`config.mk`:
```
export PLATFORM = sky130hd
export DESIGN_NAME = prime_count_trial_division_core
export DESIGN_NICKNAME = d
export VERILOG_FILES = /design/src/hdl/ptd_pkg.sv /design/src/hdl/ptd_div.sv /design/src/hdl/prime_count_trial_division_core.sv
export SDC_FILE = /design/constraint.sdc
export NUM_CORES = 1
export LEC_CHECK = 0
export ABC_AREA = 1
export BUFFER_PORTS_ARGS = -buffer_cell sky130_fd_sc_hd__buf_4
export CORE_MARGIN = 5
export CORE_UTILIZATION = 43
export DETAILED_ROUTE_END_ITERATION = 8
export PLACE_DENSITY = 0.65
export SYNTH_ARGS = -nofsm -noshare
export SYNTH_HDL_FRONTEND = slang
export SYNTH_SLANG_ARGS = --single-unit
```
`constraint.sdc`:
```
create_clock -name clk -period 5.73 [get_ports clk]
set_input_delay 0.2865 -clock clk [delete_from_list [all_inputs] [get_ports clk]]
set_output_delay 0.2865 -clock clk [all_outputs]
set_load 0.005 [all_outputs]
```
`src/hdl/ptd_pkg.sv`:
```
package ptd_pkg;

	localparam int VALUE_WIDTH = 32;
	localparam int COUNT_WIDTH = 16;
	// Trial divisors never pass the square root of the largest positive value.
	localparam int DIV_WIDTH = (VALUE_WIDTH + 1) / 2;

	localparam logic [VALUE_WIDTH-1:0] VALUE_TWO   = 2;
	localparam logic [DIV_WIDTH-1:0]   DIVISOR_FIRST = 2;
	localparam logic [COUNT_WIDTH-1:0] COUNT_MAX   = '1;

	typedef enum logic [2:0] {
		ST_IDLE = 3'b001,
		ST_DIV  = 3'b010,
		ST_DONE = 3'b100
	} state_t;

	typedef struct packed {
		logic                   start;
		logic [VALUE_WIDTH-1:0] dividend;
		logic [DIV_WIDTH-1:0]   divisor;
	} div_req_t;

	typedef struct packed {
		logic                   done;
		logic [VALUE_WIDTH-1:0] quot;
		logic [DIV_WIDTH-1:0]   rem;
	} div_res_t;

endpackage

```
`src/hdl/ptd_div.sv`:
```
module ptd_div (
	input  logic               clk,
	input  logic               arst_n,
	input  ptd_pkg::div_req_t  req,
	output ptd_pkg::div_res_t  res
);

	localparam int VW = ptd_pkg::VALUE_WIDTH;
	localparam int DW = ptd_pkg::DIV_WIDTH;
	localparam int CW = (VW > 1) ? $clog2(VW) : 1;

	logic [VW-1:0] quo_q;
	logic [DW-1:0] rem_q;
	logic [DW-1:0] dvs_q;
	logic [CW-1:0] cnt_q;
	logic          busy_q;
	logic          done_q;

	logic [DW:0]   trial;
	logic [DW+1:0] diff;
	logic          fits;
	logic [DW-1:0] rem_next;

	// One restoring step per cycle: shift in the next dividend bit and subtract if it fits.
	always_comb begin
		trial    = {rem_q, quo_q[VW-1]};
		diff     = {1'b0, trial} - {2'b00, dvs_q};
		fits     = ~diff[DW+1];
		rem_next = fits ? diff[DW-1:0] : trial[DW-1:0];
	end

	always_ff @(posedge clk or negedge arst_n) begin
		if (!arst_n) begin
			busy_q <= 1'b0;
			done_q <= 1'b0;
			cnt_q  <= '0;
		end else begin
			done_q <= 1'b0;
			if (req.start) begin
				busy_q <= 1'b1;
				cnt_q  <= CW'(VW - 1);
			end else if (busy_q) begin
				cnt_q <= cnt_q - 1'b1;
				if (cnt_q == '0) begin
					busy_q <= 1'b0;
					done_q <= 1'b1;
				end
			end
		end
	end

	always_ff @(posedge clk) begin
		if (req.start) begin
			quo_q <= req.dividend;
			dvs_q <= req.divisor;
			rem_q <= '0;
		end else if (busy_q) begin
			quo_q <= {quo_q[VW-2:0], fits};
			rem_q <= rem_next;
		end
	end

	assign res.done = done_q;
	assign res.quot = quo_q;
	assign res.rem  = rem_q;

	a_no_start_busy: assert property (@(posedge clk) disable iff (!arst_n)
		req.start |-> !busy_q)
		else $error("divider restarted while busy");
	a_done_after_busy: assert property (@(posedge clk) disable iff (!arst_n)
		done_q |-> $past(busy_q) && !busy_q)
		else $error("divider done without a finished division");
	a_done_single: assert property (@(posedge clk) disable iff (!arst_n)
		done_q |=> !done_q)
		else $error("divider done held for more than one cycle");

endmodule

```
`src/hdl/prime_count_trial_division_core.sv`:
```
// Primality test by trial division with a running prime count. Each transfer on the
// input gives exactly one result: the prime flag, the count of primes in the current
// array including this item (saturating at its maximum), and a copy of last; after a
// result marked last the count starts again from zero. Items are worked one at a time
// and in_stall is high from the input transfer until the result has been placed in
// the output register. Negative values, zero and one skip the divider and go straight
// to the done state. Any other value runs the divisors 2, 3, ... through one shared
// restoring divider that retires one quotient bit per cycle. A large prime near 2**31
// tries about 46340 divisors. While the output register still holds a result that
// has not been taken, a finished item waits and in_stall stays high. The output
// register keeps one result while the next item is already being tested.
module prime_count_trial_division_core (
	input  logic                                  clk,
	input  logic                                  arst_n,
	input  logic                                  in_valid,
	output logic                                  in_stall,
	input  logic signed [ptd_pkg::VALUE_WIDTH-1:0] value,
	input  logic                                  last,
	output logic                                  out_valid,
	input  logic                                  out_stall,
	output logic                                  is_prime,
	output logic        [ptd_pkg::COUNT_WIDTH-1:0] prime_count,
	output logic                                  last_out
);

	localparam int VW = ptd_pkg::VALUE_WIDTH;
	localparam int DW = ptd_pkg::DIV_WIDTH;
	localparam int NW = ptd_pkg::COUNT_WIDTH;

	ptd_pkg::state_t   state_q;
	ptd_pkg::div_req_t div_req;
	ptd_pkg::div_res_t div_res;

	logic [VW-1:0] work_value_q;
	logic [DW-1:0] trial_divisor_q;
	logic          start_q;
	logic          prime_q;
	logic          last_q;
	logic [NW-1:0] running_count_q;
	logic          out_valid_q;
	logic          out_prime_q;
	logic [NW-1:0] out_count_q;
	logic          out_last_q;

	logic          in_xfer;
	logic          out_free;
	logic          finish;
	logic          below_two;
	logic          bound_passed;
	logic [NW-1:0] count_next;

	assign in_xfer   = in_valid && !in_stall;
	assign in_stall  = (state_q != ptd_pkg::ST_IDLE);
	assign out_free  = !out_valid_q || !out_stall;
	assign finish    = (state_q == ptd_pkg::ST_DONE) && out_free;
	assign below_two = value[VW-1] || ($unsigned(value) < ptd_pkg::VALUE_TWO);
	// The loop runs while d <= value / d; once the divisor passes the quotient, no factor is left.
	assign bound_passed = {{(VW-DW){1'b0}}, trial_divisor_q} > div_res.quot;

	always_comb begin
		count_next = running_count_q;
		if (prime_q && (running_count_q != ptd_pkg::COUNT_MAX)) begin
			count_next = running_count_q + 1'b1;
		end
	end

	assign div_req.start    = start_q;
	assign div_req.dividend = work_value_q;
	assign div_req.divisor  = trial_divisor_q;

	ptd_div u_div (
		.clk    (clk),
		.arst_n (arst_n),
		.req    (div_req),
		.res    (div_res)
	);

	always_ff @(posedge clk or negedge arst_n) begin
		if (!arst_n) begin
			state_q         <= ptd_pkg::ST_IDLE;
			start_q         <= 1'b0;
			running_count_q <= '0;
			out_valid_q     <= 1'b0;
		end else begin
			start_q <= 1'b0;
			if (out_valid_q && !out_stall) begin
				out_valid_q <= 1'b0;
			end
			case (state_q)
				ptd_pkg::ST_IDLE: begin
					if (in_xfer) begin
						if (below_two) begin
							state_q <= ptd_pkg::ST_DONE;
						end else begin
							state_q <= ptd_pkg::ST_DIV;
							start_q <= 1'b1;
						end
					end
				end
				ptd_pkg::ST_DIV: begin
					if (div_res.done) begin
						if (bound_passed || div_res.rem == '0) begin
							state_q <= ptd_pkg::ST_DONE;
						end else begin
							start_q <= 1'b1;
						end
					end
				end
				ptd_pkg::ST_DONE: begin
					if (out_free) begin
						state_q         <= ptd_pkg::ST_IDLE;
						out_valid_q     <= 1'b1;
						running_count_q <= last_q ? '0 : count_next;
					end
				end
				default: begin
					state_q <= ptd_pkg::ST_IDLE;
				end
			endcase
		end
	end

	always_ff @(posedge clk) begin
		if (in_xfer) begin
			work_value_q    <= $unsigned(value);
			last_q          <= last;
			trial_divisor_q <= ptd_pkg::DIVISOR_FIRST;
			prime_q         <= 1'b0;
		end else if ((state_q == ptd_pkg::ST_DIV) && div_res.done) begin
			if (bound_passed) begin
				prime_q <= 1'b1;
			end else if (div_res.rem != '0) begin
				trial_divisor_q <= trial_divisor_q + 1'b1;
			end
		end
		if (finish) begin
			out_prime_q <= prime_q;
			out_count_q <= count_next;
			out_last_q  <= last_q;
		end
	end

	assign out_valid   = out_valid_q;
	assign is_prime    = out_prime_q;
	assign prime_count = out_count_q;
	assign last_out    = out_last_q;

	a_state_onehot: assert property (@(posedge clk) disable iff (!arst_n)
		$onehot(state_q))
		else $error("state register lost its one-hot code");
	a_done_in_div: assert property (@(posedge clk) disable iff (!arst_n)
		div_res.done |-> state_q == ptd_pkg::ST_DIV)
		else $error("division finished outside the trial loop");
	a_divisor_floor: assert property (@(posedge clk) disable iff (!arst_n)
		start_q |-> trial_divisor_q >= ptd_pkg::DIVISOR_FIRST)
		else $error("trial divisor below two");
	a_result_waits: assert property (@(posedge clk) disable iff (!arst_n)
		(state_q == ptd_pkg::ST_DONE) && out_valid_q && out_stall
		|=> state_q == ptd_pkg::ST_DONE && $stable(out_count_q))
		else $error("result overwrote a pending output");

endmodule

```
# Word level (Yosys, flattened, before mapping)
# Cells that the tools add are included.
[classes]
addsub = 4
magnitude_cmp = 2
eq_ne = 9
n_mux = 27
n_bitwise = 2
n_reduce_logical = 19
[ops]
columns = ["cell", "n"]
rows = [
  ["$mux W32", 2],
  ["$mux W16", 3],
  ["$add A16 B1 Y16 const B", 2],
  ["$gt A16 B32 Y1", 1],
  ["$lt A32 B2 Y1 const B", 1],
  ["$sub A17 B16 Y18", 1],
  ["$logic_not A16 Y1", 1],
  ["$ne A16 B16 Y1 const B", 1],
  ["$reduce_bool A16 Y1", 1],
  ["$mux W3", 5],
  ["$mux W1", 13],
  ["$mux W5", 2],
  ["$pmux W3 S3", 1],
  ["$ne A2 B2 Y1 const B", 3],
  ["$logic_and A1 B1 Y1", 5],
  ["$logic_not A5 Y1", 1],
  ["$sub A5 B1 Y5 const B", 1],
  ["$reduce_and A2 Y1", 2],
  ["$reduce_and A4 Y1", 1],
  ["$eq A3 B1 Y1 const B", 1],
  ["$eq A3 B2 Y1 const B", 1],
  ["$eq A3 B3 Y1 const B", 1],
  ["$logic_not A1 Y1", 3],
  ["$logic_or A1 B1 Y1", 3],
  ["other kinds (6)", 7],
]
[totals]
regBits = 160
inputBits = 37
out_inout_bits = 20
wordCells = 80

# Longest topological paths before layout
# Gate-level depths: netlist of run 1.
[depth]
word_depth = 5
depth_mapped = 16
mapped_depth_nobuf = 15

# Modules after synthesis
# Synthesis of run 1 repeated with hierarchy kept, for this count alone.
[unflattened]
hier_cells = 990
area_unflattened_um2 = 8515.7
[modules_own_cells]
columns = ["module", "n_inst", "cells_per_inst", "area_each_um2", "seq_area_each_um2"]
rows = [
  ["prime_count_trial_division_core", 1, 486, 4470.5, 2398.6],
  ["ptd_div", 1, 504, 4045.1, 1936.9],
]

# Worst setup path after synthesis of run 1
# Ideal clock, no wire load.
[synth_timing]
path_kind = "reg2reg"
start = "register state_q[0]"
end = "register last_q (enable)"
setup_ns = 0.410
t_arrival_ns = 2.109
required_time_ns = 5.320
path_slack_ns = 3.211
stages_incl_launch_ff = 6
n_path_buf = 1
period_less_slack_ns = 2.519
cell_sequence = "dfstp_2 > inv_1 > nor3_1 > nand2_1 > clkinv_1 > clkbuf_1"
[synth_between]
elab_chain_len = 3
[synth_lines]
columns = ["item", "line", "source"]
rows = [
  ["start, declared", "prime_count_trial_division_core.sv:30", "ptd_pkg::state_t state_q;"],
  ["start signal, assigned", "prime_count_trial_division_core.sv:80", "state_q <= ptd_pkg::ST_IDLE;"],
  ["start signal, assigned", "prime_count_trial_division_core.sv:93", "state_q <= ptd_pkg::ST_DONE;"],
  ["start signal, assigned", "prime_count_trial_division_core.sv:95", "state_q <= ptd_pkg::ST_DIV;"],
  ["$ne A3 B1 Y1", "prime_count_trial_division_core.sv:53", "assign in_stall = (state_q != ptd_pkg::ST_IDLE);"],
  ["$logic_not A1 Y1", "prime_count_trial_division_core.sv:52", "assign in_xfer = in_valid && !in_stall;"],
  ["$logic_and A1 B1 Y1", "prime_count_trial_division_core.sv:52", ""],
  ["via in_xfer", "prime_count_trial_division_core.sv:45", "logic in_xfer;"],
  ["end signal, assigned", "prime_count_trial_division_core.sv:126", "last_q <= last;"],
  ["end, declared", "prime_count_trial_division_core.sv:38", "logic last_q;"],
]
# The timed path passes the listed nets, and every way through them passes these cells.
# A chain may end at the register's enable or synchronous reset.

# Worst setup path after layout of run 1
[layout_timing]
start = "register u_div.quo_q[31]"
end = "register u_div.rem_q[14]"
[layout_between]
elab_chain_len = 2
[layout_lines]
columns = ["item", "line", "source"]
rows = [
  ["start, declared", "ptd_div.sv:12", "logic [VW-1:0] quo_q;"],
  ["start signal, assigned", "ptd_div.sv:54", "quo_q <= req.dividend;"],
  ["start signal, assigned", "ptd_div.sv:58", "quo_q <= {quo_q[VW-2:0], fits};"],
  ["$sub A17 B16 Y18", "ptd_div.sv:27", "diff = {1'b0, trial} - {2'b00, dvs_q};"],
  ["$mux W16", "ptd_div.sv:29", "rem_next = fits ? diff[DW-1:0] : trial[DW-1:0];"],
  ["end signal, assigned", "ptd_div.sv:59", "rem_q <= rem_next;"],
  ["end, declared", "ptd_div.sv:13", "logic [DW-1:0] rem_q;"],
]
# No other way between the ends.

==> qor.txt, run 1 <==
Yosys warning count = 0
Placement-stage worst setup slack = 3.44 ns
First-pass GRT wire length = 27.7 mm
Post-route fraction of the period consumed by the critical path = 40.4%
Portion of total power attributed to the clock network = 25.1%
Reg-to-Reg Start = u_div.quo_q[31]$_DFFE_PP_
Total via count after detailed routing = 6047
Post-synth top area share = 36.5%
RSZ-0062 raised after global routing = false
Most frequent cell after synthesis = sky130_fd_sc_hd__nand2_1
Slew HR = 54.5%
Antenna Violating Nets Remaining = 0
Layout Area Growth over Synthesis = 15.3%
Fraction of met1 tracks used by global routing = 21.4%
Later-pin clock latency in the skew report = 0.42 ns
Core region area = 18700 um2
CP Cell Sequence = inv_1, ha_1, fa_1, o21ai_0, nand2_1, nand2_1, nand3_1, nand3_1, nand3_1, nand3_1, nand2_1
Number of fill cells = 1679
Switching power as a share of total power = 37.1%
Part of the total power dissipated in combinational logic = 34.1%
Worst setup margin = 3.41 ns
Root buf cell = sky130_fd_sc_hd__clkbuf_16
Leakage Power = 4.05 nW
H-tree depth = 4
Initial core utilization = 43.6%
Cell Count Post-Placement = 1169
TritonCTS sink count = 160
Yosys cell types = 47
Result of the run = finished clean
Number of hold buffers added after cts = 1
Final number of max-transition violations = 0
Leading register cell type out of synthesis = sky130_fd_sc_hd__edfxtp_1
Global-route usage over all layers = 15.6%
Ratio of cells with drive above 1 in the final layout = 13.5%
Met2 Usage GRT = 25.0%
Number of clock buffers inserted by TritonCTS = 17
Net switching power = 1.68 mW
Worst-case clock buffer depth = 2
TritonRoute pass-1 iters = 5
Final number of hold-violating endpoints = 0
Instance count of the mapped netlist = 893
Slack of the worst reg-to-reg path = 3.41 ns
Die ar. = 21800 um2
Number of nets produced by synthesis = 967
Die Span Y = 148 um
DR vias/cell = 5.03
Grt ovf = 0
Busiest layer in global routing = met2
Stage delay of the slowest cell on the critical path = 0.42 ns
Number of setup violations in the final report = 0
Row Count = 50
IO Port Bufs = 56
Most area-consuming cells after synthesis = sky130_fd_sc_hd__edfxtp_1 36%, sky130_fd_sc_hd__nand2_1 9.7%, sky130_fd_sc_hd__dfrtp_1 8.3%, sky130_fd_sc_hd__dfxtp_1 8.1%, sky130_fd_sc_hd__inv_1 5.6%
Data arrival at the endpoint of the critical path = 2.64 ns
Final weighted congestion in routability-driven placement = 0.884
# IOs = 57
Number of buffers added for setup after CTS = 0
Worst Reg-to-Reg Cells = 11
Endpoint of the worst register-to-register path = u_div.rem_q[14]$_SDFFE_PP0P_
Max IR drop VDD = 239 uV
Fraction of power consumed by sequential logic = 40.9%
Internal Power = 2.85 mW
Data required time at the worst endpoint = 6.05 ns
WHS Endpoint = last_q$_DFFE_PP_
PwrDens = 482 nW/um2
Actual transition at the worst max-transition pin = 0.683 ns
Routed length per placed instance = 13.6 um
Setup TNS = 0 ns
Maximum number of pins on one net before global-route repair = 80
Post-synth top area cell = sky130_fd_sc_hd__edfxtp_1
HPWL reported at the end of detailed placement = 11.8 mm
Ys async rst share = 17.5%
DRC Markers = 0
Worst setup EP type = register
Number of DRC violations after detailed-routing iteration 0 = 364
Die extent in x = 148 um
Number of synthesized register bits = 160
Number of inserted diodes = 0
Hold-critical path depth = 1
Peak Freq = 432 MHz
Maxcap violations = 0
Final hold slack = 0.0351 ns
CP Max Fanout = 4
Shortest clock period the worst path allows after layout = 2.32 ns
Origin of the worst min-delay path = last
Syn avg cell area = 9.13 um2
Number of antenna violations at the first check in global routing = 0
CTS resizes = 0
Met3 capacity usage during global routing = 3.19%
Sequential cell area fraction in the yosys report = 53.2%
Critical Setup Path Class = reg2reg
Cell mode on critical path = sky130_fd_sc_hd__nand3_1
Startpoint type of the worst setup path = register
Clock input transition at the sequential cells of the worst setup and hold paths = 0.07 ns
Total Wirelength = 16.3 mm
Via count of the first global-routing pass = 5712
Layout Skew = 0.0119 ns
Number of enable flip-flop cells after synthesis = 99
Most instantiated cells after synthesis = 211 x sky130_fd_sc_hd__nand2_1, 122 x sky130_fd_sc_hd__inv_1, 99 x sky130_fd_sc_hd__edfxtp_1, 64 x sky130_fd_sc_hd__nor2_1, 53 x sky130_fd_sc_hd__o21ai_0
Post-synthesis instance area = 8150 um2
TritonCTS clock tree = built
Path category of the worst min-delay check = in2reg
Crit path max-delay cell type = sky130_fd_sc_hd__fa_1
Nets = 1029
Non-Filler Instances = 1202
placed cells by master, fill, tap and decap left out, types with 2 or more instances in the layout:
master                       netlist  final
sky130_fd_sc_hd__nand2_1         211    211
sky130_fd_sc_hd__inv_1           122    122
sky130_fd_sc_hd__edfxtp_1         99     99
sky130_fd_sc_hd__nor2_1           64     64
sky130_fd_sc_hd__buf_4             0     62
sky130_fd_sc_hd__o21ai_0          53     53
sky130_fd_sc_hd__nand3_1          45     45
sky130_fd_sc_hd__a21oi_1          37     37
sky130_fd_sc_hd__ha_1             36     36
sky130_fd_sc_hd__dfxtp_1          33     33
sky130_fd_sc_hd__nand4_1          31     31
sky130_fd_sc_hd__dfrtp_1          27     26
sky130_fd_sc_hd__xor2_1           18     18
sky130_fd_sc_hd__nor3_1           17     17
sky130_fd_sc_hd__clkbuf_16         0     17
sky130_fd_sc_hd__xnor2_1          12     12
sky130_fd_sc_hd__o211ai_1          8      8
sky130_fd_sc_hd__a21oi_2           7      7
sky130_fd_sc_hd__nand2_2           7      7
sky130_fd_sc_hd__o22ai_1           6      6
sky130_fd_sc_hd__inv_6             0      6
sky130_fd_sc_hd__inv_8             0      5
sky130_fd_sc_hd__o21ai_1           4      4
sky130_fd_sc_hd__a21o_1            3      3
sky130_fd_sc_hd__nor4_2            3      3
sky130_fd_sc_hd__o21ai_2           3      3
sky130_fd_sc_hd__or2_1             3      3
sky130_fd_sc_hd__clkinvlp_4        0      3
sky130_fd_sc_hd__nor4_1            2      2
sky130_fd_sc_hd__nor3_2            2      2
sky130_fd_sc_hd__nor2_4            2      2
sky130_fd_sc_hd__nand3_2           2      2
through the flow:
stage	util, %	power (mW)	instance area, um2
detailed placement	47.0	3.43	8800
global placement	47.0	3.39	8800
finish	50.2	4.53	9400
CTS	50.2	4.57	9400
floorplan	-	3.03	8150
global route	50.2	4.89	9400
critical path: cells and delay by family (launching register included):
family | cells | cell delay, ns
AND/OR/NAND/NOR | 7 | 0.73
adder cells (fa/ha/maj) | 2 | 0.64
AO/OA/AOI/OAI | 1 | 0.41
flip-flops | 1 | 0.36
buffers and inverters | 1 | 0.07
logic make-up (layout without fill, tap and decap cells):
family	count (synthesis)	in the layout	share of synthesized area [%]
buf+inv	145	220	7.12
flops	160	160	53.2
simple gates	395	395	21.8
fa+ha+maj	37	37	5.77
xor+xnor	30	30	3.22
mux	1	1	0.138
compound gates	125	125	8.74
flip-flops by register name, summed over array words and instances, names as in the netlist, 3 cells and up:
name	cells
running_count_q	16
state_q	3
prime_count	16
u_div.quo_q	32
u_div.dvs_q	16
work_value_q	32
u_div.cnt_q	5
trial_divisor_q	16
u_div.rem_q	16
power groups by stage:
| stage | clock network [mW] | logic [mW] | registers [mW] |
|---|---|---|---|
| 2_1_floorplan | 0 | 1.20 | 1.83 |
| 3_3_place_gp | 0 | 1.52 | 1.87 |
| 3_5_place_dp | 0 | 1.55 | 1.87 |
| 4_1_cts | 1.16 | 1.56 | 1.85 |
| 5_1_grt | 1.21 | 1.80 | 1.89 |
| 6_report | 1.14 | 1.54 | 1.85 |
final cells by class:
cell class                 instances  area (um2)  area share [%]
clock buffer                      17         425            4.53
clock inverter                    15         161            1.72
inverter                         125         472            5.02
multi-input combinational        588        3230            34.4
sequential                       160        4340            46.2
tap                              234         293            3.12
timing repair buffer              63         475            5.06
layer usage:
| layer | vias up | share of wire, % |
|---|---|---|
| li1 | 3121 | - |
| met1 | 2781 | 48 |
| met2 | 130 | 47 |
| met3 | 15 | 4.4 |
| met4 | 0 | 1.1 |
| met5 | - | 0 |
worst max-delay path by stage:
| stage | start | end | slack [ns] | cells after the start |
|---|---|---|---|---|
| floorplan | state_q[0]$_DFFE_PN1P_ | last_q$_DFFE_PP_ | 3.21 | 5 |
| global placement | u_div.quo_q[31]$_DFFE_PP_ | u_div.rem_q[14]$_SDFFE_PP0P_ | 3.50 | 11 |
| detailed placement | u_div.quo_q[31]$_DFFE_PP_ | u_div.rem_q[14]$_SDFFE_PP0P_ | 3.44 | 11 |
| CTS | u_div.quo_q[31]$_DFFE_PP_ | u_div.rem_q[14]$_SDFFE_PP0P_ | 3.42 | 11 |
| global route | trial_divisor_q[9]$_SDFFE_PP0P_ | trial_divisor_q[2]$_SDFFE_PP0P_ | 3.14 | 11 |
| finish | u_div.quo_q[31]$_DFFE_PP_ | u_div.rem_q[14]$_SDFFE_PP0P_ | 3.41 | 11 |
(Power assumes the default switching activity.)
==> run 2: changes to the inputs <==
--- a/config.mk
+++ b/config.mk
@@ -5,12 +5,12 @@
 export SDC_FILE = /design/constraint.sdc
 export NUM_CORES = 1
 export LEC_CHECK = 0
-export ABC_AREA = 1
+export ABC_AREA = 0
 export BUFFER_PORTS_ARGS = -buffer_cell sky130_fd_sc_hd__buf_4
 export CORE_MARGIN = 5
 export CORE_UTILIZATION = 43
 export DETAILED_ROUTE_END_ITERATION = 8
-export PLACE_DENSITY = 0.65
+export PLACE_DENSITY = 0.67
 export SYNTH_ARGS = -nofsm -noshare
 export SYNTH_HDL_FRONTEND = slang
 export SYNTH_SLANG_ARGS = --single-unit
==> constraint.sdc (replaced) <==
create_clock -name clk -period 1.88 [get_ports clk]
set_input_delay 0.094 -clock clk [delete_from_list [all_inputs] [get_ports clk]]
set_output_delay 0.094 -clock clk [all_outputs]
set_load 0.005 [all_outputs]
==> run 2 against run 1 <==
Compared with the run above:
- the flow now finishes with violations (setup timing)
- final area is 21% higher
- global-route usage rose by 2.6 points
- non-clock buffer count up 181
- power grew to 3.2 times the previous value
- sequential cell count did not move
- synthesized cell count decreased by 20%
- first-iteration DRC count up 4.1%
- register-to-register slack worse by 3.8 ns
- critical path depth decreased by 4
- synthesized area fell by 1.5%
- die area down 1.4%
==> qor.txt, run 2 <==
Post-synthesis instance area = 8030 um2 (-1.5%)
Instance count of the mapped netlist = 717 (-20%)
CP Capture Point = trial_divisor_q[2]$_SDFFE_PP0P_
Yosys cell types = 75 (+60%)
Die Span Y = 147 um (-0.71%)
Maxcap violations = 0 (unchanged)
Peak Freq = 439 MHz (+1.5%)
Part of the total power dissipated in combinational logic = 40.8% (+6.7 points)
Number of nets produced by synthesis = 791 (-18%)
TritonRoute pass-1 iters = 5 (unchanged)
Data required time at the worst endpoint = 2.23 ns (-3.82 ns)
Dominant combinational cell family by area after synthesis = simple AND/OR/NAND/NOR gates
Shortest clock period the worst path allows after layout = 2.28 ns (-0.0347 ns)
Ys async rst share = 17.5% (unchanged)
RSZ-0062 raised after global routing = true
Worst setup margin = -0.401 ns (-3.82 ns)
Number of setup violations in the final report = 38 (+38)
H-tree depth = 4 (unchanged)
Layout Skew = 0.00743 ns (-0.00449 ns)
Startpoint type of the worst setup path = register
Internal Power = 9.93 mW (+250%)
Die extent in x = 147 um (-0.71%)
Total via count after detailed routing = 6395 (+5.8%)
Final number of max-transition violations = 0 (unchanged)
Ratio of cells with drive above 1 in the final layout = 37.9% (+24 points)
Number of inserted diodes = 0 (unchanged)
Non-Filler Instances = 1198 (-0.33%)
HPWL reported at the end of detailed placement = 13.2 mm (+12%)
Number of fill cells = 1451 (-14%)
Later-pin clock latency in the skew report = 0.43 ns (about the same)
Result of the run = finished, violations left
Routed length per placed instance = 16.6 um (+22%)
Post-synth top area cell = sky130_fd_sc_hd__edfxtp_1
Parity-gate share of the synthesized area counting xor and xnor cells = 4.04% (+0.81 points)
Post-route fraction of the period consumed by the critical path = 121% (+81 points)
Via count of the first global-routing pass = 6394 (+12%)
Path category of the worst min-delay check = in2async
Initial core utilization = 43.3% (-0.23 points)
Core region area = 18500 um2 (-1.0%)
Layout Area Growth over Synthesis = 41.5%
Slew HR = 67.5% (+13 points)
Largest registers ranked by flip-flop count = u_div.quo_q x32, work_value_q x32
Maximum number of pins on one net before global-route repair = 54 (-33%)
Most frequent cells in the layout = 197 x sky130_fd_sc_hd__buf_4, 99 x sky130_fd_sc_hd__edfxtp_1, 51 x sky130_fd_sc_hd__nand2_1
First-pass GRT wire length = 31.7 mm (+14%)
Final number of hold-violating endpoints = 0 (unchanged)
Sequential cell area fraction in the yosys report = 54.0% (+0.82 points)
PwrDens = 1300 nW/um2 (+170%)
Final hold slack = 0.136 ns (+0.101 ns)
Actual transition at the worst max-transition pin = 0.484 ns (-0.200 ns)
Setup TNS = -10.62 ns (-10.62 ns)
TritonCTS clock tree = built
Slack of the worst reg-to-reg path = -0.40 ns (-3.82 ns)
Antenna Violating Nets Remaining = 0 (unchanged)
Fraction of the mapped netlist area in compound gates = 13.9% (+5.2 points)
Worst-case clock buffer depth = 2 (unchanged)
Area share of and/or/nand/nor cells after synthesis = 14.0% (-7.8 points)
Clock input transition at the sequential cells of the worst setup and hold paths = 0.07 ns (about the same)
IO Port Bufs = 56 (unchanged)
Post-synth top area share = 37.0% (+0.56 points)
Cell Count Post-Placement = 1117 (-4.4%)
Leakage Power = 4.71 nW (+16%)
Post-synthesis adder-cell area fraction = 5.86% (+0.089 points)
Number of clock buffers inserted by TritonCTS = 17 (unchanged)
Row Count = 50 (unchanged)
Number of enable flip-flop cells after synthesis = 99 (unchanged)
DR vias/cell = 5.34 (+6.1%)
Endpoint of the worst register-to-register path = trial_divisor_q[2]$_SDFFE_PP0P_
Worst setup EP type = register
Total Wirelength = 19.9 mm (+22%)
Fraction of power consumed by sequential logic = 35.3% (-5.6 points)
Yosys warning count = 0 (unchanged)
Fraction of the core area covered by cells at the end of the flow = 61.3% (+11 points)
Most instantiated cells after synthesis = 99 x sky130_fd_sc_hd__edfxtp_1, 56 x sky130_fd_sc_hd__nand2_1, 49 x sky130_fd_sc_hd__inv_1, 45 x sky130_fd_sc_hd__o21ai_0, 44 x sky130_fd_sc_hd__nor2_1
Worst Reg-to-Reg Cells = 7 (-4)
Global-route usage over all layers = 18.2% (+2.6 points)
Worst setup path start = u_div.quo_q[0]$_DFFE_PP_
Leading cell type in the layout, fill and taps excluded = sky130_fd_sc_hd__buf_4
Portion of total power attributed to the clock network = 23.9% (-1.2 points)
Most area-consuming cells after synthesis = sky130_fd_sc_hd__edfxtp_1 37%, sky130_fd_sc_hd__dfrtp_1 8.4%, sky130_fd_sc_hd__dfxtp_1 8.2%, sky130_fd_sc_hd__ha_1 5.6%, sky130_fd_sc_hd__xnor2_1 3.4%
Number of antenna violations at the first check in global routing = 0 (unchanged)
Reg-to-Reg Start = u_div.quo_q[0]$_DFFE_PP_
Final weighted congestion in routability-driven placement = 0.857 (-3.0%)
Most frequent cell after synthesis = sky130_fd_sc_hd__edfxtp_1
Switching power as a share of total power = 32.5% (-4.5 points)
Multiplexer fraction of the synthesized cell area = 4.01% (+3.9 points)
Syn avg cell area = 11.2 um2 (+23%)
Root buf cell = sky130_fd_sc_hd__clkbuf_16
Number of synthesized register bits = 160 (unchanged)
Net switching power = 4.79 mW (+190%)
Grt ovf = 0 (unchanged)
CP Max Fanout = 5 (+1)
Max IR drop VDD = 792 uV (+230%)
# IOs = 57 (unchanged)
TritonCTS sink count = 160 (unchanged)
Failing checks = setup timing
Nets = 1025 (-0.39%)
Data arrival at the endpoint of the critical path = 2.63 ns (about the same)
Die ar. = 21500 um2 (-1.4%)
DRC Markers = 0 (unchanged)
Critical Setup Path Class = reg2reg
Leading register cell type out of synthesis = sky130_fd_sc_hd__edfxtp_1
Number of DRC violations after detailed-routing iteration 0 = 379 (+4.1%)
run 2: cell types whose count changed after synthesis, moves of 14 or more:
cell | previous run | this run
sky130_fd_sc_hd__nand4_1 | 31 | 17
sky130_fd_sc_hd__inv_1 | 122 | 49
sky130_fd_sc_hd__xnor2_1 | 12 | 31
sky130_fd_sc_hd__nand2_1 | 211 | 56
sky130_fd_sc_hd__nor2_1 | 64 | 44
sky130_fd_sc_hd__nor4_1 | 2 | 17
sky130_fd_sc_hd__nand3_1 | 45 | 14
sky130_fd_sc_hd__mux2_2 | 1 | 17
run 2: cells by family after synthesis:
group,Yosys count
mux,30
simple gates,212
xor+xnor,37
buf+inv,79
flops,160
compound gates,162
fa+ha+maj,37
run 2: repair_timing:
item | 4_1_cts | 5_1_grt
pin swaps | 13 | 41
hold buffers | 35 | 0
setup buffers | 6 | 9
gates resized for setup | 42 | 67
endpoints found under the setup margin | 40 | 53
endpoints found under the hold margin | 63 | 0
run 2: final cells by class:
cell class                      instances  area, um2  area share (%)
Inverter                               50        188            1.65
Tap cell                              234        293            2.58
Timing Repair Buffer                  244       2010            17.7
Clock buffer                           19        443            3.90
Multi-Input combinational cell        478       3930            34.6
Clock inverter                         13        153            1.34
Sequential cell                       160       4340            38.2
run 2: power by group through the flow:
| stage | clock network, mW | logic (mW) | registers, mW |
|---|---|---|---|
| 3_5_place_dp | 0 | 5.27 | 5.23 |
| 3_3_place_gp | 0 | 5.18 | 5.22 |
| 4_1_cts | 3.55 | 5.60 | 5.19 |
| 2_1_floorplan | 0 | 3.21 | 5.15 |
| 5_1_grt | 3.71 | 6.58 | 5.29 |
| 6_report | 3.52 | 6.00 | 5.20 |
run 2: metrics by stage:
stage               power [mW]  setup WS, ns  instance area [um2]
detailed placement        10.5        -0.381                 9810
CTS                       14.3        -0.309                11000
floorplan                 8.37        -0.297                 8160
global route              15.6        -0.480                11400
global placement          10.4        -0.335                 9810
finish                    14.7        -0.401                11400
run 2: how the worst min path moves through the flow:
stage                     startpoint                              end  cells past startpoint  slack, ns
after detailed placement      arst_n       u_div.cnt_q[3]$_DFFE_PN0P_                      1       0.05
after floorplan               arst_n              out_valid$_DFF_PN0_                      0      -0.20
after global routing        in_valid                start_q$_DFF_PN0_                      4       0.19
final                         arst_n       u_div.cnt_q[3]$_DFFE_PN0P_                      2       0.14
after CTS                   in_valid  trial_divisor_q[3]$_SDFFE_PP0P_                      5       0.14
after global placement        arst_n       u_div.cnt_q[2]$_DFFE_PN0P_                      1       0.04
run 2: layer usage:
layer | GRT usage, % | vias to the layer above | part of all wire, % | wire (um)
met2 | 30.4 | 124 | 50 | 9880
li1 | - | 3114 | - | -
met1 | 24.5 | 3132 | 45 | 8920
met3 | 3.76 | 25 | 3.8 | 753
met5 | 0 | - | 0 | 0
met4 | 4.33 | 0 | 1.5 | 299
run 2: critical path, stage by stage (launching register included):
cell and delay (ns):
sky130_fd_sc_hd__edfxtp_1 0.50, sky130_fd_sc_hd__ha_4 0.31, sky130_fd_sc_hd__nand4_1 0.15, sky130_fd_sc_hd__nor4_4 0.35, sky130_fd_sc_hd__nor2_4 0.09, sky130_fd_sc_hd__and2_4 0.16, sky130_fd_sc_hd__or3b_4 0.44, sky130_fd_sc_hd__o31ai_4 0.18
==> run 3: changes to the inputs <==
--- a/config.mk
+++ b/config.mk
@@ -6,11 +6,13 @@
 export NUM_CORES = 1
 export LEC_CHECK = 0
 export ABC_AREA = 0
-export BUFFER_PORTS_ARGS = -buffer_cell sky130_fd_sc_hd__buf_4
+export CORE_ASPECT_RATIO = 0.8
 export CORE_MARGIN = 5
 export CORE_UTILIZATION = 43
 export DETAILED_ROUTE_END_ITERATION = 8
-export PLACE_DENSITY = 0.67
+export DONT_BUFFER_PORTS = 1
+export PLACE_DENSITY = 0.65
+export SKIP_CTS_REPAIR_TIMING = 1
 export SYNTH_ARGS = -nofsm -noshare
 export SYNTH_HDL_FRONTEND = slang
 export SYNTH_SLANG_ARGS = --single-unit
==> run 3 against run 2 <==
Compared with the run above:
- the run still ends with setup timing left
- critical path type unchanged
- largest cell class unchanged
- non-clock buffer count decreased by 40
- maximum frequency decreased by 1.3%
- worst setup slack lost 0.031 ns
- count of clock-buffer cells in the layout down 2
- utilization fell by 0.18 points
==> qor.txt, run 3 (synthesized netlist as in run 2, its figures left out) <==
Maxcap violations = 0 (unchanged)
TritonCTS sink count = 160 (unchanged)
Die Span Y = 132 um (-9.8%)
DR vias/cell = 5.40 (+1.2%)
Path category of the worst min-delay check = in2reg
First-pass GRT wire length = 31.2 mm (-1.6%)
Number of antenna violations at the first check in global routing = 0 (unchanged)
Final number of max-transition violations = 0 (unchanged)
Critical Setup Path Class = reg2reg
Number of clock buffers inserted by TritonCTS = 17 (unchanged)
Hold-critical path depth = 2
Clock input transition at the sequential cells of the worst setup and hold paths = 0.07 ns (about the same)
Endpoint of the worst register-to-register path = u_div.rem_q[7]$_SDFFE_PP0P_
Root buf cell = sky130_fd_sc_hd__clkbuf_16
Data arrival at the endpoint of the critical path = 2.64 ns (about the same)
Leakage Power = 4.53 nW (-3.7%)
Layout Area Growth over Synthesis = 38.8%
RSZ-0062 raised after global routing = true
Worst setup margin = -0.431 ns (-0.0305 ns)
Nets = 985 (-3.9%)
Origin of the worst min-delay path = value[31]
Later-pin clock latency in the skew report = 0.42 ns (about the same)
Total via count after detailed routing = 6360 (-0.55%)
# IOs = 57 (unchanged)
Row Count = 44 (-12%)
Die extent in x = 163 um (+11%)
Number of fill cells = 1377 (-5.1%)
Shortest clock period the worst path allows after layout = 2.31 ns (+0.0305 ns)
Slew HR = 63.3% (-4.2 points)
TritonRoute pass-1 iters = 5 (unchanged)
Core region area = 18200 um2 (-1.6%)
Failing checks = setup timing
Antenna Violating Nets Remaining = 0 (unchanged)
Final number of hold-violating endpoints = 0 (unchanged)
Actual transition at the worst max-transition pin = 0.549 ns (+0.0658 ns)
Via count of the first global-routing pass = 6166 (-3.6%)
Routed length per placed instance = 17.4 um (+5.3%)
HPWL reported at the end of detailed placement = 13.8 mm (+4.6%)
Setup TNS = -11.70 ns (-1.08 ns)
PwrDens = 1350 nW/um2 (+4.1%)
Maximum number of pins on one net before global-route repair = 63 (+17%)
Peak Freq = 433 MHz (-1.3%)
Ratio of cells with drive above 1 in the final layout = 35.6% (-2.3 points)
Reg-to-Reg Start = u_div.dvs_q[10]$_DFFE_PP_
Most frequent cells in the layout = 154 x sky130_fd_sc_hd__buf_4, 99 x sky130_fd_sc_hd__edfxtp_1, 53 x sky130_fd_sc_hd__nand2_1
H-tree depth = 4 (unchanged)
Startpoint type of the worst setup path = register
IO Port Bufs = 0 (-100%)
Number of DRC violations after detailed-routing iteration 0 = 589 (+55%)
Global-route usage over all layers = 18.0% (-0.23 points)
Worst Reg-to-Reg Cells = 10 (+3)
Worst-case clock buffer depth = 2 (unchanged)
Number of inserted diodes = 0 (unchanged)
TritonCTS clock tree = built
Max IR drop VDD = 679 uV (-14%)
Power after layout = 15.0 mW (+2.2%)
Worst setup EP type = register
Layout Skew = 0.0134 ns (+0.00596 ns)
Die ar. = 21500 um2 (about the same)
Final hold slack = 0.0447 ns (-0.0914 ns)
Initial core utilization = 44.0% (+0.70 points)
Final weighted congestion in routability-driven placement = 0.892 (+4.1%)
DRC Markers = 0 (unchanged)
Placement-stage worst setup slack = -0.453 ns (-0.0717 ns)
Largest registers ranked by flip-flop count = u_div.quo_q x32, work_value_q x32
Total Wirelength = 20.5 mm (+3.4%)
Leading cell type in the layout, fill and taps excluded = sky130_fd_sc_hd__buf_4
Result of the run = finished, violations left
Slack of the worst reg-to-reg path = -0.43 ns (-0.03 ns)
CP Max Fanout = 5 (unchanged)
Post-route fraction of the period consumed by the critical path = 123% (+1.6 points)
Grt ovf = 0 (unchanged)
Data required time at the worst endpoint = 2.21 ns (-0.02 ns)
Number of setup violations in the final report = 38 (unchanged)
WHS Endpoint = state_q[1]$_DFFE_PN0P_
-- run 3: cell types whose count changed in the layout (fill, tap and decap cells not counted), moves of 3 or more --
cell,previous run,this run
sky130_fd_sc_hd__o21ai_2,3,6
sky130_fd_sc_hd__clkinv_8,0,3
sky130_fd_sc_hd__inv_8,1,4
sky130_fd_sc_hd__buf_4,197,154
sky130_fd_sc_hd__buf_6,6,9
sky130_fd_sc_hd__clkinv_4,4,1
-- run 3: routing by layer --
metal  vias to the layer above  global-route usage, %  routed length (um)
met4                         0                   5.22                 207
li1                       3041                      -                   -
met3                        18                   3.88                 779
met5                         -                      0                   0
met1                      3132                   25.3                9300
met2                       169                   28.1               10200
-- run 3: where the power goes --
| part | switching (mW) | internal (mW) | total [mW] |
|---|---|---|---|
| Sequential | 0.469 | 4.72 | 5.19 |
| Clock | 1.63 | 1.91 | 3.54 |
| Combinational | 3.01 | 3.30 | 6.31 |
-- run 3: layout make-up --
cell class / count / area, um2 / area share, %
multi-input cells: 478 / 3980 / 35.7
well taps: 253 / 317 / 2.84
clock inverters: 15 / 183 / 1.64
flip-flops and latches: 160 / 4340 / 38.9
inverters: 50 / 188 / 1.68
repair buffers: 204 / 1710 / 15.4
clock buffers: 17 / 425 / 3.82
-- run 3: worst max path at each step --
stage / from / endpoint / depth (start not counted)
2_1_floorplan: u_div.dvs_q[14]$_DFFE_PP_ / u_div.quo_q[0]$_DFFE_PP_ / 9
3_3_place_gp: u_div.rem_q[11]$_SDFFE_PP0P_ / trial_divisor_q[5]$_SDFFE_PP0P_ / 10
3_5_place_dp: u_div.quo_q[11]$_DFFE_PP_ / trial_divisor_q[2]$_SDFFE_PP0P_ / 9
4_1_cts: u_div.quo_q[11]$_DFFE_PP_ / trial_divisor_q[2]$_SDFFE_PP0P_ / 9
5_1_grt: u_div.quo_q[13]$_DFFE_PP_ / trial_divisor_q[6]$_SDFFE_PP0P_ / 10
6_report: u_div.dvs_q[10]$_DFFE_PP_ / u_div.rem_q[7]$_SDFFE_PP0P_ / 10
-- run 3: critical path, cell delays in order, from the launching register on --
cell and delay, ns:
sky130_fd_sc_hd__edfxtp_1 0.39, sky130_fd_sc_hd__inv_2 0.09, sky130_fd_sc_hd__ha_4 0.21, sky130_fd_sc_hd__a21o_1 0.21, sky130_fd_sc_hd__a31o_2 0.24, sky130_fd_sc_hd__a41o_1 0.22
sky130_fd_sc_hd__a31o_4 0.24, sky130_fd_sc_hd__buf_6 0.14, sky130_fd_sc_hd__buf_6 0.11, sky130_fd_sc_hd__mux2i_1 0.11, sky130_fd_sc_hd__a211oi_1 0.25
-- run 3: stage by stage --
stage	cell area [um2]	utilization, %	std cells
detailed placement	9470	51.9	1090
global placement	9470	51.9	1090
floorplan	8160	-	717
global route	11100	61.1	1177
CTS	10100	55.3	1122
finish	11100	61.1	1177
